### config.mk
export PLATFORM = sky130hd
export DESIGN_NAME = enhanced_clock_page_replacement_core
export DESIGN_NICKNAME = d
export VERILOG_FILES = /design/src/hw/rtl/ecpr_pkg.sv /design/src/hw/rtl/ecpr_frame_mem.sv /design/src/hw/rtl/ecpr_seq.sv /design/src/hw/rtl/enhanced_clock_page_replacement_core.sv
export SDC_FILE = /design/constraint.sdc
export NUM_CORES = 1
export LEC_CHECK = 0
export ABC_AREA = 1
export ABC_CLOCK_PERIOD_IN_PS = 3150
export BUFFER_PORTS_ARGS = -buffer_cell sky130_fd_sc_hd__buf_2
export CORE_UTILIZATION = 35
export DETAILED_ROUTE_END_ITERATION = 16
export SLEW_MARGIN = 40
export SYNTH_ARGS = -nofsm -noshare
export SYNTH_HDL_FRONTEND = slang
export SYNTH_SLANG_ARGS = --single-unit
### constraint.sdc
create_clock -name clk -period 3.15 [get_ports clk]
set_clock_uncertainty 0.2 [all_clocks]
set_input_delay 0.1575 -clock clk [delete_from_list [all_inputs] [get_ports clk]]
set_output_delay 0.1575 -clock clk [all_outputs]
set_load 0.02 [all_outputs]
### src/hw/rtl/ecpr_pkg.sv
// Shared types and constants for the enhanced clock page replacement core.
`default_nettype none

package ecpr_pkg;

    localparam int FRAMES    = 4;
    localparam int PAGE_BITS = 20;
    localparam int IDX_BITS  = (FRAMES > 1) ? $clog2(FRAMES) : 1;
    localparam int PASS_BITS = 2;

    typedef logic [PAGE_BITS-1:0] page_t;
    typedef logic [IDX_BITS-1:0]  frame_t;

    typedef struct packed {
        page_t page_number;
        logic  is_write;
    } ref_item_t;

    typedef struct packed {
        logic   hit;
        frame_t frame_index;
        logic   replaced_valid;
        page_t  replaced_page;
        logic   replaced_dirty;
        frame_t next_hand;
    } res_item_t;

    // One frame table entry as held in memory.
    typedef struct packed {
        page_t tag;
        logic  use_bit;
        logic  mod_bit;
    } entry_t;

    typedef struct packed {
        frame_t rd_addr;
        logic   wr_en;
        frame_t wr_addr;
        entry_t wr_data;
    } mem_req_t;

    localparam frame_t LAST_FRAME = frame_t'(FRAMES - 1);

    function automatic frame_t next_frame(input frame_t f);
        next_frame = (f == LAST_FRAME) ? '0 : frame_t'(f + 1'b1);
    endfunction

endpackage

`default_nettype wire

### src/hw/rtl/ecpr_frame_mem.sv
// Frame table memory: one write port, one registered read port.
`default_nettype none

module ecpr_frame_mem (
    input  wire logic              clk,
    input  wire ecpr_pkg::mem_req_t req,
    output ecpr_pkg::entry_t       rd_data
);
    import ecpr_pkg::*;

    entry_t mem [FRAMES];

    always_ff @(posedge clk)
    begin
        if (req.wr_en)
        begin
            mem[req.wr_addr] <= req.wr_data;
        end
        rd_data <= mem[req.rd_addr];
    end

endmodule

`default_nettype wire

### src/hw/rtl/ecpr_seq.sv
// Reference sequencer: tag search, four-pass victim scan, table updates.
`default_nettype none

module ecpr_seq (
    input  wire logic               clk,
    input  wire logic               rst_n,
    input  wire logic               start,
    input  wire ecpr_pkg::ref_item_t ref_item,
    input  wire logic               out_free,
    input  wire ecpr_pkg::entry_t   rd_data,
    output ecpr_pkg::mem_req_t      mem_req,
    output logic                    idle,
    output logic                    done,
    output ecpr_pkg::res_item_t     result
);
    import ecpr_pkg::*;

    localparam logic [2:0] S_IDLE  = 3'd0;
    localparam logic [2:0] S_HREAD = 3'd1;
    localparam logic [2:0] S_HCMP  = 3'd2;
    localparam logic [2:0] S_SREAD = 3'd3;
    localparam logic [2:0] S_SCMP  = 3'd4;

    logic [2:0]           state_reg, state_next;
    page_t                page_reg, page_next;
    logic                 wr_reg, wr_next;
    frame_t               idx_reg, idx_next;
    frame_t               step_reg, step_next;
    logic [PASS_BITS-1:0] pass_reg, pass_next;
    frame_t               hand_reg, hand_next;
    logic [FRAMES-1:0]    valid_reg, valid_next;

    logic ent_valid;
    logic eff_use;
    logic eff_mod;

    assign ent_valid = valid_reg[idx_reg];
    assign eff_use   = ent_valid & rd_data.use_bit;
    assign eff_mod   = ent_valid & rd_data.mod_bit;
    assign idle      = (state_reg == S_IDLE);

    always_comb
    begin
        state_next = state_reg;
        page_next  = page_reg;
        wr_next    = wr_reg;
        idx_next   = idx_reg;
        step_next  = step_reg;
        pass_next  = pass_reg;
        hand_next  = hand_reg;
        valid_next = valid_reg;

        mem_req.rd_addr = idx_reg;
        mem_req.wr_en   = 1'b0;
        mem_req.wr_addr = idx_reg;
        mem_req.wr_data = rd_data;

        done                  = 1'b0;
        result.hit            = 1'b0;
        result.frame_index    = idx_reg;
        result.replaced_valid = 1'b0;
        result.replaced_page  = '0;
        result.replaced_dirty = 1'b0;
        result.next_hand      = hand_reg;

        unique case (state_reg)
            S_IDLE:
            begin
                if (start)
                begin
                    page_next  = ref_item.page_number;
                    wr_next    = ref_item.is_write;
                    idx_next   = '0;
                    state_next = S_HREAD;
                end
            end
            S_HREAD:
            begin
                state_next = S_HCMP;
            end
            S_HCMP:
            begin
                if (ent_valid && (rd_data.tag == page_reg))
                begin
                    if (out_free)
                    begin
                        mem_req.wr_en           = 1'b1;
                        mem_req.wr_data.use_bit = 1'b1;
                        mem_req.wr_data.mod_bit = rd_data.mod_bit | wr_reg;
                        done                    = 1'b1;
                        result.hit              = 1'b1;
                        state_next              = S_IDLE;
                    end
                end
                else if (idx_reg == LAST_FRAME)
                begin
                    idx_next   = hand_reg;
                    step_next  = '0;
                    pass_next  = '0;
                    state_next = S_SREAD;
                end
                else
                begin
                    idx_next   = next_frame(idx_reg);
                    state_next = S_HREAD;
                end
            end
            S_SREAD:
            begin
                state_next = S_SCMP;
            end
            S_SCMP:
            begin
                if (!eff_use && (eff_mod == pass_reg[0]))
                begin
                    if (out_free)
                    begin
                        mem_req.wr_en           = 1'b1;
                        mem_req.wr_data.tag     = page_reg;
                        mem_req.wr_data.use_bit = 1'b1;
                        mem_req.wr_data.mod_bit = wr_reg;
                        valid_next[idx_reg]     = 1'b1;
                        hand_next               = next_frame(idx_reg);
                        done                    = 1'b1;
                        result.replaced_valid   = ent_valid;
                        result.replaced_page    = ent_valid ? rd_data.tag : '0;
                        result.replaced_dirty   = eff_mod;
                        result.next_hand        = next_frame(idx_reg);
                        state_next              = S_IDLE;
                    end
                end
                else
                begin
                    // odd passes clear use on every frame they pass
                    if (pass_reg[0])
                    begin
                        mem_req.wr_en           = 1'b1;
                        mem_req.wr_data.use_bit = 1'b0;
                    end
                    idx_next = next_frame(idx_reg);
                    if (step_reg == LAST_FRAME)
                    begin
                        step_next = '0;
                        pass_next = pass_reg + 1'b1;
                    end
                    else
                    begin
                        step_next = step_reg + 1'b1;
                    end
                    state_next = S_SREAD;
                end
            end
            default:
            begin
                state_next = S_IDLE;
            end
        endcase
    end

    always_ff @(posedge clk or negedge rst_n)
    begin
        if (!rst_n)
        begin
            state_reg <= S_IDLE;
            idx_reg   <= '0;
            step_reg  <= '0;
            pass_reg  <= '0;
            hand_reg  <= '0;
            valid_reg <= '0;
        end
        else
        begin
            state_reg <= state_next;
            idx_reg   <= idx_next;
            step_reg  <= step_next;
            pass_reg  <= pass_next;
            hand_reg  <= hand_next;
            valid_reg <= valid_next;
        end
    end

    always_ff @(posedge clk)
    begin
        page_reg <= page_next;
        wr_reg   <= wr_next;
    end

endmodule

`default_nettype wire

### src/hw/rtl/enhanced_clock_page_replacement_core.sv
// Top level of the enhanced second-chance clock page replacement core.
//
// Each beat on the ref channel is one page reference (page number plus a
// write flag); each beat on the res channel reports where that page now
// lives: hit or miss, its frame, the evicted page and whether it was dirty,
// and the clock hand afterwards. References are handled one at a time.
// The frame table (tag, use, modify per frame) sits in a small synchronous
// memory with a registered read, and every frame visit is an address state
// followed by a compare and write-back state. The tag search runs upward
// from frame 0; a miss first searches all FRAMES tags and then scans from
// the hand. The scan ends at the latest on the first frame of its fourth
// pass, since the second pass leaves every use bit clear.
// A finished result goes into an output register, so the next reference is
// taken while the previous result waits on res_stall.
`default_nettype none

module enhanced_clock_page_replacement_core (
    input  wire logic                clk,
    input  wire logic                rst_n,
    // reference channel
    input  wire logic                ref_valid,
    output logic                     ref_stall,
    input  wire ecpr_pkg::ref_item_t ref_item,
    // result channel
    output logic                     res_valid,
    input  wire logic                res_stall,
    output ecpr_pkg::res_item_t      res_item
);
    import ecpr_pkg::*;

    mem_req_t  mem_req;
    entry_t    rd_data;
    logic      seq_idle;
    logic      seq_done;
    logic      start;
    logic      out_free;
    res_item_t seq_result;

    logic      res_valid_reg, res_valid_next;
    res_item_t res_item_reg;

    // a new reference is taken only while the sequencer is idle
    assign ref_stall = !seq_idle;
    assign start     = ref_valid && !ref_stall;

    // output register can take a result when empty or being drained
    assign out_free = !res_valid_reg || !res_stall;

    ecpr_frame_mem u_mem (
        .clk     (clk),
        .req     (mem_req),
        .rd_data (rd_data)
    );

    ecpr_seq u_seq (
        .clk      (clk),
        .rst_n    (rst_n),
        .start    (start),
        .ref_item (ref_item),
        .out_free (out_free),
        .rd_data  (rd_data),
        .mem_req  (mem_req),
        .idle     (seq_idle),
        .done     (seq_done),
        .result   (seq_result)
    );

    always_comb
    begin
        res_valid_next = res_valid_reg;
        if (seq_done)
        begin
            res_valid_next = 1'b1;
        end
        else if (!res_stall)
        begin
            res_valid_next = 1'b0;
        end
    end

    always_ff @(posedge clk or negedge rst_n)
    begin
        if (!rst_n)
        begin
            res_valid_reg <= 1'b0;
        end
        else
        begin
            res_valid_reg <= res_valid_next;
        end
    end

    // result payload, loaded only when the sequencer finishes a beat
    always_ff @(posedge clk)
    begin
        if (seq_done)
        begin
            res_item_reg <= seq_result;
        end
    end

    assign res_valid = res_valid_reg;
    assign res_item  = res_item_reg;

endmodule

`default_nettype wire

==> results_dict.tcl <==
set metrics [dict create \
    status "complete, no violations" \
    drc 0 \
    wl_per_cell_um 15.3 \
    coreArea_mm2 0.0195 \
    r2r_setup_slack_ns 0.59 \
    ant_nets 0 \
    ff2ff_path_depth 10 \
    io_pins 54 \
    synth_top_cell_area_share 0.586 \
    ys.flop_type "edfxtp_1" \
    seq_power_share 0.462 \
    grtUsageTotal 0.158 \
    dieHeight_um 143 \
    clockPowerShare 0.282 \
    grt_max_degree 47 \
    use_met1 0.209 \
    yosys-top-cells-area "edfxtp_1 (59%), nand2_1 (6.7%), dfxtp_1 (6.3%), dfrtp_1 (5.4%), o21ai_0 (5.2%)" \
    synth-edff-count 136 \
    drt_iter0_markers 344 \
    finalSetupViolCount 0 \
    cp-start-kind "flop" \
    syn_nets 647 \
    p_leak_nw 3.46 \
    crit_path_end_kind "flop" \
    first_pass_iters 4 \
    p_sw_frac 0.328 \
    crit_type "flop to flop" \
    finalHoldViolations 0 \
    period_needed_ns 2.56 \
    r2r_start "u_seq.page_reg[1]" \
    grt.met2_usage 0.244 \
    port_buffers 53 \
    avgViaCountPerCell 4.63 \
    setup_slack_ns 0.591 \
    maxCapViolations 0 \
    nNetsFinal 736 \
    clock_latency_ns 0.42 \
    hp-start "ref_valid" \
    path_max_fanout 8 \
    async_reset_ff_frac 0.0867 \
    antenna_found_initial 0 \
    vias 4551 \
    path_clk_slew_ns 0.06 \
    tritoncts "yes" \
    hold_class "primary input to flop" \
    min_period_over_period 0.812 \
    met3_usage 0.0392 \
    dp_cells 928 \
    hold_path_depth 4 \
    syn_to_final_growth_pct 20.2 \
    worstMarginPinSlew_ns 0.710 \
    slew_headroom 0.525 \
    syn_avg_cell_area_um2 11.3 \
    fin_util 0.430 \
    stdcell_count 983 \
    timing.fmax_mhz 391 \
    largest_reg_flops 88 \
    drt-total-wl_um 15100 \
    grt_pass1_vias 4278 \
    nFillCells 1837 \
    yosys.area.top_type "edfxtp_1" \
    clockBufferDepth 2 \
    post-place-ws_ns 0.610 \
    slew_viol_final 0 \
    cts_root_buf "clkbuf_16" \
    netlist_instances 617 \
    cp_data_arrival_time_ns 2.48 \
    grt_pass1_wl_um 23300 \
    antenna_cells 0 \
    internal_power_mw 4.72 \
    r2r_end "u_mem.mem[3][14]" \
    ctsResizeCount 0 \
    grt_remaining_overflow 0 \
    whs_endpoint "u_seq.state_reg[0]" \
    rows 51 \
    comb_power_share 0.256 \
    peakVddDrop_uv 390 \
    yosysWarnings 0 \
    yosysMostFrequentCell "edfxtp_1" \
    placed_area_mm2 0.00758 \
    netlist_area_mm2 0.00697 \
    cts_sinks 173 \
    start_util 0.358 \
    die_w_um 143 \
    post-dp-hpwl_um 9650 \
    final.setup.tns_ns 0 \
    yosysSeqAreaShare 0.703 \
    power_switching_mw 2.31 \
    drive_gt1_frac 0.175 \
    rsz0062_at_grt "no" \
    top_usage_layer "met2" \
    synth_seq_cells 173 \
    final_area_mm2 0.00837 \
    htree_num_levels 4 \
    cts_buffers 17 \
    power_density_mw_per_mm2 839 \
    fp.dieArea_mm2 0.0205 \
    ys_top_cells_by_count "edfxtp_1 (136), nand2_1 (125), nor2_1 (73)" \
    gp_congestion 0.803 \
    crit_required_ns 3.07 \
    ys_types 32 \
]
[what timing repair did]
action	4_1_cts	5_1_grt
setup endpoints to repair	0	0
hold buffers	24	0
setup buffers	0	0
endpoints found under the hold margin	38	0
[how the worst max path moves through the flow]
stage	startpoint	end	slack [ns]	cells past startpoint
2_1_floorplan	u_seq.idx_reg[0]	res_item[0]	0.61	9
3_3_place_gp	u_seq.idx_reg[0]	u_mem.mem[3][19]	0.63	5
3_5_place_dp	u_seq.idx_reg[0]	u_mem.mem[3][10]	0.61	11
4_1_cts	u_seq.idx_reg[0]	u_mem.mem[3][4]	0.58	11
5_1_grt	u_mem.rd_data[12]	u_mem.mem[3][0]	0.33	13
6_report	u_seq.page_reg[1]	u_mem.mem[3][14]	0.59	10
[cell families after synthesis]
logic type,after synthesis,synth area share
AO/OA/AOI/OAI,104,0.0815
adder cells (fa/ha/maj),5,0.00898
buffers and inverters,88,0.0512
AND/OR/NAND/NOR,247,0.155
flip-flops,173,0.703
[metrics by stage]
stage	power, mW	hold WS (ns)
3_3_place_gp	5.06	-0.111
2_1_floorplan	4.49	-0.338
6_report	7.03	0.0942
3_5_place_dp	5.09	-0.111
4_1_cts	7.11	0.0712
5_1_grt	7.44	0.102
[power by group through the flow]
stage / combinational, mW / sequential, mW / clock [mW]
final: 1.80 / 3.24 / 1.98
after global routing: 2.04 / 3.28 / 2.11
after CTS: 1.83 / 3.25 / 2.03
after detailed placement: 1.80 / 3.29 / 0
after global placement: 1.77 / 3.28 / 0
after floorplan: 1.21 / 3.28 / 0
[worst max-delay path, cell delays in order, from the launching register on]
cell	delay [ns]
edfxtp_1	0.41
inv_1	0.09
nand2_1	0.05
a21oi_1	0.27
nand2_1	0.08
nor2_1	0.20
nand4_1	0.22
nand3_2	0.14
nand2_1	0.06
inv_1	0.29
buf_4	0.25
[cell type report]
| class | instances | area [µm²] | share of cell area |
|---|---|---|---|
| flip-flops and latches | 173 | 4900 | 0.585 |
| multi-input cells | 356 | 1710 | 0.205 |
| repair buffers | 91 | 623 | 0.0744 |
| clock buffers | 18 | 429 | 0.0513 |
| well taps | 265 | 332 | 0.0396 |
| inverters | 67 | 251 | 0.0300 |
| clock inverters | 13 | 124 | 0.0148 |
[per-layer routing]
layer  wire [µm]  share of wire
met1        7020           0.47
met2        6860           0.45
met3         893          0.059
met5           0              0
met4         297          0.020
[cells in the final DEF, fill, tap and decap left out, drive strengths merged]
master / n
a21o: 3
a21oi: 2
a31oi: 1
a32oi: 1
and2: 1
buf: 67
bufinv: 2
clkbuf: 18
clkinv: 7
clkinvlp: 2
dfrtp: 15
dfxtp: 22
dlygate4sd3: 24
edfxtp: 136
ha: 5
inv: 69
nand2: 127
nand3: 12
nand3b: 2
nand4: 9
nor2: 94
nor3: 2
o21ai: 73
o21bai: 1
o22ai: 23
(Power assumes the default switching activity.)
